$ cat src/hdl/qlu_pkg.sv
`timescale 1ns / 1ps
// ----------------------------------------------------------------------------
// qlu_pkg
// Shared types and character codes for the quoted list unescaper.
// ----------------------------------------------------------------------------
package qlu_pkg;

    // parser modes
    typedef enum logic [2:0] {
        MODE_START  = 3'd0,
        MODE_PLAIN  = 3'd1,
        MODE_QUOTED = 3'd2,
        MODE_ESCAPE = 3'd3,
        MODE_AFTER  = 3'd4,
        MODE_ERROR  = 3'd5
    } qlu_mode_t;

    // result kinds
    localparam logic [1:0] KIND_BYTE = 2'd0;
    localparam logic [1:0] KIND_END  = 2'd1;
    localparam logic [1:0] KIND_OK   = 2'd2;
    localparam logic [1:0] KIND_ERR  = 2'd3;

    localparam logic [7:0] CH_SEMI  = 8'h3B;
    localparam logic [7:0] CH_QUOTE = 8'h22;
    localparam logic [7:0] CH_BSL   = 8'h5C;
    localparam logic [7:0] CH_TAB   = 8'h09;
    localparam logic [7:0] CH_SPACE = 8'h20;
    localparam logic [7:0] CH_R     = 8'h72;
    localparam logic [7:0] CH_N     = 8'h6E;
    localparam logic [7:0] CH_CR    = 8'h0D;
    localparam logic [7:0] CH_LF    = 8'h0A;

    localparam int MAX_RES = 3;

    typedef struct packed {
        logic [7:0] out_byte;
        logic [1:0] kind;
        logic       run_end;
    } qlu_res_t;

endpackage

$ cat src/hdl/quoted_list_unescaper.sv
`timescale 1ns / 1ps
// The first result beat of a byte is registered and shows on m_* in the cycle after the byte is taken.
// Throughput: one byte per cycle while m_ready is high and each byte yields at most one
//   beat; a byte that yields two or three beats holds s_ready low until its beats drain
//   through the single result port (one beat per cycle while m_ready is high).
// Reset: aresetn is sampled synchronously; low returns the parser to word start and drops
//   any pending result beats.
// ----------------------------------------------------------------------------
// quoted_list_unescaper
// Streaming unescaper for a semicolon-separated list of plain or quoted words.
// ----------------------------------------------------------------------------
module quoted_list_unescaper
    import qlu_pkg::*;
(
    input  logic       aclk,
    input  logic       aresetn,

    input  logic       s_valid,
    output logic       s_ready,
    input  logic [7:0] s_data_byte,
    input  logic       s_final_byte,
    input  logic       s_empty_list,

    output logic       m_valid,
    input  logic       m_ready,
    output logic [7:0] m_out_byte,
    output logic [1:0] m_kind,
    output logic       m_run_end
);

    // parser mode, updated on every accepted byte
    qlu_mode_t  mode_reg, mode_next;
    qlu_mode_t  dec_mode;
    logic [1:0] dec_cnt;
    qlu_res_t   dec_res [MAX_RES];

    // result buffer: entry 0 drives the port, later entries shift down on pop
    qlu_res_t   buf_reg  [MAX_RES];
    qlu_res_t   buf_next [MAX_RES];
    logic [1:0] cnt_reg, cnt_next;

    logic s_fire, m_fire;

    qlu_decode u_decode (
        .mode       (mode_reg),
        .data_byte  (s_data_byte),
        .final_byte (s_final_byte),
        .empty_list (s_empty_list),
        .mode_next  (dec_mode),
        .res_cnt    (dec_cnt),
        .res        (dec_res)
    );

    // room for a new byte when the buffer is empty or its last beat leaves now
    assign s_ready = (cnt_reg == 2'd0) || (cnt_reg == 2'd1 && m_ready);
    assign s_fire  = s_valid && s_ready;
    assign m_valid = (cnt_reg != 2'd0);
    assign m_fire  = m_valid && m_ready;

    assign m_out_byte = buf_reg[0].out_byte;
    assign m_kind     = buf_reg[0].kind;
    assign m_run_end  = buf_reg[0].run_end;

    always_comb begin
        mode_next = mode_reg;
        cnt_next  = cnt_reg;
        buf_next  = buf_reg;
        if (s_fire) begin
            // new beats replace whatever drains this cycle
            mode_next = dec_mode;
            cnt_next  = dec_cnt;
            buf_next  = dec_res;
        end else if (m_fire) begin
            cnt_next    = cnt_reg - 2'd1;
            buf_next[0] = buf_reg[1];
            buf_next[1] = buf_reg[2];
        end
    end

    always_ff @(posedge aclk) begin
        if (!aresetn) begin
            mode_reg <= MODE_START;
            cnt_reg  <= 2'd0;
        end else begin
            mode_reg <= mode_next;
            cnt_reg  <= cnt_next;
        end
    end

    // payload, no reset
    always_ff @(posedge aclk) begin
        buf_reg <= buf_next;
    end

endmodule

$ cat src/hdl/qlu_decode.sv
`timescale 1ns / 1ps
// ----------------------------------------------------------------------------
// qlu_decode
// Per-byte parser step: next mode and up to three result beats.
// ----------------------------------------------------------------------------
module qlu_decode
    import qlu_pkg::*;
(
    input  qlu_mode_t  mode,
    input  logic [7:0] data_byte,
    input  logic       final_byte,
    input  logic       empty_list,
    output qlu_mode_t  mode_next,
    output logic [1:0] res_cnt,
    output qlu_res_t   res [MAX_RES]
);

    logic [1:0] k0, k1, k2;
    logic [7:0] b0;
    logic [1:0] cnt;
    logic       blank;
    logic [7:0] esc_byte;

    assign blank = (data_byte == CH_SPACE) || (data_byte == CH_TAB);

    always_comb begin
        if (data_byte == CH_R) begin
            esc_byte = CH_CR;
        end else if (data_byte == CH_N) begin
            esc_byte = CH_LF;
        end else begin
            esc_byte = data_byte;
        end
    end

    always_comb begin
        k0        = KIND_BYTE;
        k1        = KIND_BYTE;
        k2        = KIND_BYTE;
        b0        = data_byte;
        cnt       = 2'd0;
        mode_next = mode;

        if (empty_list) begin
            k0        = KIND_OK;
            cnt       = 2'd1;
            mode_next = MODE_START;
        end else begin
            unique case (mode)
                MODE_START, MODE_PLAIN: begin
                    if (mode == MODE_START && blank) begin
                        if (final_byte) begin
                            k0  = KIND_OK;
                            cnt = 2'd1;
                        end
                    end else if (mode == MODE_START && data_byte == CH_QUOTE) begin
                        if (final_byte) begin
                            k0        = KIND_ERR;
                            cnt       = 2'd1;
                        end else begin
                            mode_next = MODE_QUOTED;
                        end
                    end else if (data_byte == CH_SEMI) begin
                        k0 = KIND_END;
                        if (final_byte) begin
                            k1  = KIND_END;
                            k2  = KIND_OK;
                            cnt = 2'd3;
                        end else begin
                            cnt       = 2'd1;
                            mode_next = MODE_START;
                        end
                    end else begin
                        k0        = KIND_BYTE;
                        mode_next = MODE_PLAIN;
                        if (final_byte) begin
                            k1  = KIND_END;
                            k2  = KIND_OK;
                            cnt = 2'd3;
                        end else begin
                            cnt = 2'd1;
                        end
                    end
                end
                MODE_QUOTED: begin
                    if (data_byte == CH_QUOTE) begin
                        k0 = KIND_END;
                        if (final_byte) begin
                            k1  = KIND_OK;
                            cnt = 2'd2;
                        end else begin
                            cnt       = 2'd1;
                            mode_next = MODE_AFTER;
                        end
                    end else if (data_byte == CH_BSL) begin
                        if (final_byte) begin
                            k0  = KIND_ERR;
                            cnt = 2'd1;
                        end else begin
                            mode_next = MODE_ESCAPE;
                        end
                    end else begin
                        k0 = KIND_BYTE;
                        if (final_byte) begin
                            k1  = KIND_ERR;
                            cnt = 2'd2;
                        end else begin
                            cnt = 2'd1;
                        end
                    end
                end
                MODE_ESCAPE: begin
                    k0 = KIND_BYTE;
                    b0 = esc_byte;
                    if (final_byte) begin
                        k1  = KIND_ERR;
                        cnt = 2'd2;
                    end else begin
                        cnt       = 2'd1;
                        mode_next = MODE_QUOTED;
                    end
                end
                MODE_AFTER: begin
                    if (blank) begin
                        if (final_byte) begin
                            k0  = KIND_OK;
                            cnt = 2'd1;
                        end
                    end else if (data_byte == CH_SEMI) begin
                        if (final_byte) begin
                            k0  = KIND_END;
                            k1  = KIND_OK;
                            cnt = 2'd2;
                        end else begin
                            mode_next = MODE_START;
                        end
                    end else begin
                        k0        = KIND_ERR;
                        cnt       = 2'd1;
                        mode_next = MODE_ERROR;
                    end
                end
                MODE_ERROR: begin
                    cnt = 2'd0;
                end
                default: begin
                    cnt = 2'd0;
                end
            endcase

            // any error parks the parser until the last byte
            if ((cnt == 2'd1 && k0 == KIND_ERR) || (cnt == 2'd2 && k1 == KIND_ERR)) begin
                mode_next = MODE_ERROR;
            end
            if (final_byte) begin
                mode_next = MODE_START;
            end
        end
    end

    assign res_cnt = cnt;

    always_comb begin
        res[0].out_byte = (k0 == KIND_BYTE) ? b0 : 8'h00;
        res[0].kind     = k0;
        res[0].run_end  = (cnt == 2'd1);
        res[1].out_byte = 8'h00;
        res[1].kind     = k1;
        res[1].run_end  = (cnt == 2'd2);
        res[2].out_byte = 8'h00;
        res[2].kind     = k2;
        res[2].run_end  = (cnt == 2'd3);
    end

endmodule
$ cat config.mk
export PLATFORM = sky130hd
export DESIGN_NAME = quoted_list_unescaper
export DESIGN_NICKNAME = d
export VERILOG_FILES = /design/src/hdl/qlu_pkg.sv /design/src/hdl/quoted_list_unescaper.sv /design/src/hdl/qlu_decode.sv
export SDC_FILE = /design/constraint.sdc
export NUM_CORES = 1
export LEC_CHECK = 0
export ABC_AREA = 1
export BUFFER_PORTS_ARGS = -buffer_cell sky130_fd_sc_hd__buf_2
export CORE_MARGIN = 3
export CORE_UTILIZATION = 35
export DETAILED_ROUTE_END_ITERATION = 10
export GPL_TIMING_DRIVEN = 0
export REMOVE_ABC_BUFFERS = 1
export SYNTH_ARGS = -nofsm -noshare
export SYNTH_HDL_FRONTEND = slang
export SYNTH_SLANG_ARGS = --single-unit
$ cat constraint.sdc
create_clock -name aclk -period 2.95 [get_ports aclk]
set_input_delay 0.885 -clock aclk [delete_from_list [all_inputs] [get_ports aclk]]
set_output_delay 0.885 -clock aclk [all_outputs]
set_load 0.02 [all_outputs]
; ---- Word-level counts from Yosys, hierarchy flattened
; Index checks and enable logic that the tools add are counted.
[word_totals]
ff_bits = 22
inputBits = 14
out_inout_bits = 13
elab_cells = 105
[classes]
n_addsub = 1
n_eq_ne = 22
muxes = 53
bitwise_logic = 1
reduce_logical = 19
[op_table]
columns = op, n
row1 = $mux W2, 30
row2 = $mux W22, 2
row3 = $mux W8, 5
row4 = $mux W3, 9
row5 = $eq A8 B6 Y1 const B, 3
row6 = $eq A8 B7 Y1 const B, 3
row7 = $pmux W2 S4, 2
row8 = $pmux W3 S4, 1
row9 = $eq A2 B2 Y1 const B, 5
row10 = $ne A5 B5 Y1 const B, 2
row11 = $eq A8 B4 Y1 const B, 1
row12 = $logic_and A1 B1 Y1, 7
row13 = $reduce_bool A7 Y1, 1
row14 = $eq A2 B1 Y1 const B, 3
row15 = $eq A3 B2 Y1 const B, 2
row16 = $ne A6 B3 Y1 const B, 1
row17 = $pmux W2 S3, 1
row18 = $reduce_and A5 Y1, 1
row19 = $logic_not A2 Y1, 2
row20 = $reduce_bool A2 Y1, 2
row21 = $reduce_or A4 Y1, 1
row22 = $eq A3 B1 Y1 const B, 1
row23 = $eq A3 B3 Y1 const B, 1
row24 = $logic_not A3 Y1, 1
row25 = other kinds (5), 9

; ---- Longest topological paths before layout
[logic_depth]
depth_word = 12
ltp_mapped = 16
mapped_depth_nobuf = 16

; ---- Cells and area by module
; Synthesis repeated with hierarchy kept, for this count alone.
[unflattened]
hier_cells = 321
area_unflattened_um2 = 2610.0
[by_module_without_submodules]
columns = mod, instances, cells_each, area_per_inst_um2, seq_area_each_um2
row1 = quoted_list_unescaper, 1, 152, 1649.1, 1091.0
row2 = qlu_decode, 1, 169, 960.9, 0.0

; ---- Worst setup path after synthesis
; Ideal clock, no wire load.
[synth_timing]
path_type = input port to flip-flop
from = input s_data_byte[7]
to = register buf_reg (netlist bit m_run_end), data pin
setup_ns = 0.263
arrival_time_ns = 2.197
t_required_ns = 2.687
path_slack_ns = 0.490
stages = 11
path_buffers = 0
path_cell_list = inv_2 nand2_1 nor3_1 nand4_1 ha_1 nand2_2 nand2_2 nor2_2 nand2_1 o21ai_0 o21ai_0
[synth_rtl]
columns = item, line_no
row1 = "start, declared", quoted_list_unescaper.sv:20  ; input logic [7:0] s_data_byte,
row2 = "end signal, assigned", quoted_list_unescaper.sv:92  ; buf_reg <= buf_next;
row3 = "end, declared", quoted_list_unescaper.sv:38  ; qlu_res_t buf_reg [MAX_RES];

==> flow_metrics.env <==
export IMPL_finalCritPeriodShare=0.898
export IMPL_synth_ff_type="edfxtp_1"
export IMPL_ys_seq_area_frac=0.356
export IMPL_yosysWarningCount=0
export IMPL_nets=262
export IMPL_post_synth_main_area_contributors="edfxtp_1 (29%), nand2_1 (12%), dfxtp_1 (6.1%), nand2_2 (5.8%), nor2_1 (4.8%)"
export IMPL_ctsHoldBuffers=0
export IMPL_outcome="completed"
export IMPL_report_final_setup_viol=0
export IMPL_crit_slowest_cell="ha_1"
export IMPL_cts_max_level=1
export IMPL_clock_sinks=21
export IMPL_grt_pass1_vias=1224
export IMPL_place_ws_ps=21.9
export IMPL_port_buffers=26
export IMPL_cts_reportedPaths_clkPinSlew_ps=80
export IMPL_root_buffer="clkbuf_8"
export IMPL_synth_top_area_frac=0.295
export IMPL_finalCriticalPeriod_ps=2650
export IMPL_drive_gt1_frac=0.329
export IMPL_cts_resized=0
export IMPL_clk_latency_ps=260
export IMPL_antenna_found_initial=0
export IMPL_avgRoutedWirePerCell_um=11.2
export IMPL_finalSetupTns_ps=0
export IMPL_grt_max_degree=19
export IMPL_dp_cells=291
export IMPL_antenna_cells=0
export IMPL_relSlewSlack=0.552
export IMPL_worst_slack_ps=302
export IMPL_peakVddDrop_v=0.000342
export IMPL_dp_hpwl_um=2730
export IMPL_finalWirelength_um=3290
export IMPL_cts_max_path_buffers=2
export IMPL_skew_ps=4.52
export IMPL_hold_viol=0
export IMPL_grt_pass1_wl_um=5340
export IMPL_worstPathMaxFanout=3
export IMPL_ant_nets=0
export IMPL_die_w_um=74.3
export IMPL_path_cells="buf_2, inv_2, nand2_1, nor3_1, nand4_1, ha_1, nand2_2, nand2_2, nor2_2, nand2_1, o21ai_0, o21ai_0"
export IMPL_yosys_top_cells_count="nand2_1 (54), nor2_1 (21), inv_1 (20), edfxtp_1 (16), nand2_2 (15)"
export IMPL_hold_class="reg -> reg"
export IMPL_grt_overflow_total=0
export IMPL_maxSlewViolCount=0
export IMPL_synth_area_um2=1630
export IMPL_synthArstFlopShare=0
export IMPL_yosys_register_bits=21
export IMPL_timing_fmax_ghz=0.378
export IMPL_critPathKind="in -> reg"
export IMPL_dieArea_um2=5510
export IMPL_cap_violations=0
export IMPL_p_leak_nw=0.887
export IMPL_gp_congestion=0.935
export IMPL_cts_buffers=3
export IMPL_rows=24
export IMPL_fin_cells=295
export IMPL_cp_end_kind="flip-flop"
export IMPL_vias_per_cell=4.73
export IMPL_crit_arrival_ps=2660
export IMPL_ys_types=27
export IMPL_initial_utilization=0.369
export IMPL_cts_tree="built"
export IMPL_hold_slack_ps=530
export IMPL_p_per_area_nw_per_um2=845
export IMPL_rsz0062_at_grt="no"
export IMPL_yosys_area_top_type="edfxtp_1"
export IMPL_drt_first_pass_iters=4
export IMPL_max_slew_worst_pin_slew_ps=671
export IMPL_synth_most_common_cell="nand2_1"
export IMPL_vias=1395
export IMPL_ios=27
export IMPL_drt_iter0_markers=72
export IMPL_drc=0
export IMPL_syn_avg_cell_area_um2=7.31
export IMPL_largest_reg_flops=8
export IMPL_grt_usage=0.123
export IMPL_synth_edf_count=16
export IMPL_worstSetupStartpointType="input pin"
export IMPL_coreArea_um2=4410
export IMPL_die_h_um=74.3
export IMPL_post_cts_buffers=0
export IMPL_area_growth_pct=10.2
export IMPL_synth_cells=223
export IMPL_required_ps=2960
export IMPL_crit_path_max_incr_delay_ps=350
layer usage:
metal	vias to the layer above	wire, um	track usage
li1	749	-	-
met1	614	1480	0.155
met2	27	1630	0.219
met3	5	136	0.0135
met4	0	51	0.0415
met5	-	0	0
critical path: cells and delay by family:
| family | cells | cell delay, ps |
|---|---|---|
| simple gates | 7 | 890 |
| fa+ha+maj | 1 | 350 |
| compound gates | 2 | 360 |
| buf+inv | 2 | 160 |
metrics by stage:
stage / util / area [um2] / total power (W)
6_report: 0.407 / 1800 / 0.00152
5_1_grt: 0.407 / 1800 / 0.00165
4_1_cts: 0.407 / 1800 / 0.00154
3_5_place_dp: 0.397 / 1750 / 0.00134
3_3_place_gp: 0.397 / 1750 / 0.00133
2_1_floorplan: - / 1560 / 0.00114
logic make-up (layout without fill, tap and decap cells):
family / after synthesis / count (layout) / synth area share
buffers and inverters: 44 / 64 / 0.124
DFF: 21 / 21 / 0.356
adders and majority gates: 4 / 4 / 0.0307
and+or+nand+nor: 130 / 130 / 0.403
AOI/OAI and AO/OA: 24 / 24 / 0.0860
power breakdown:
group | total [W] | internal (W) | switching, W
clock network | 0.000190 | 0.0000941 | 0.0000958
logic | 0.000787 | 0.000244 | 0.000543
registers | 0.000541 | 0.000495 | 0.0000459
total | 0.00152 | 0.000834 | 0.000684
final cells by class:
| type | count | area (um2) |
|---|---|---|
| tap | 52 | 65.1 |
| fill | 471 | 2620 |
| inverter | 34 | 128 |
| sequential | 21 | 581 |
| timing repair buffer | 26 | 130 |
| clock inverter | 1 | 5.00 |
| clock buffer | 3 | 41.3 |
| multi-input combinational | 158 | 847 |
final timing paths:
check	startpoint	end	slack (ps)	cells after the start
min reg2reg	buf_reg[0]	buf_reg[11]	530	2
max reg2reg	mode_reg[0]	m_out_byte[5]	1060	10
max	s_data_byte[7]	m_run_end	300	12
min	buf_reg[0]	buf_reg[11]	530	2
cells in the final DEF (no fill, tap or decap):
cell type | netlist | final
nand2_1 | 54 | 54
buf_2 | 0 | 26
nor2_1 | 21 | 21
inv_1 | 20 | 20
edfxtp_1 | 16 | 16
nand2_2 | 15 | 15
inv_2 | 14 | 14
nand3_1 | 11 | 11
nor2_2 | 10 | 10
o21ai_0 | 8 | 8
a21oi_1 | 7 | 7
nand3_2 | 6 | 6
nor3_1 | 5 | 5
dfxtp_1 | 5 | 5
a31oi_1 | 4 | 4
ha_1 | 4 | 4
clkbuf_8 | 0 | 3
nand4_1 | 2 | 2
nor2_4 | 2 | 2
nor2_8 | 1 | 1
o2bb2ai_1 | 1 | 1
a22o_1 | 1 | 1
and2_1 | 1 | 1
nor4_1 | 1 | 1
a21oi_2 | 1 | 1
nand2_4 | 1 | 1
o22ai_1 | 1 | 1
o21a_1 | 1 | 1
clkinv_2 | 0 | 1
Power figures use the tool's default switching activity.
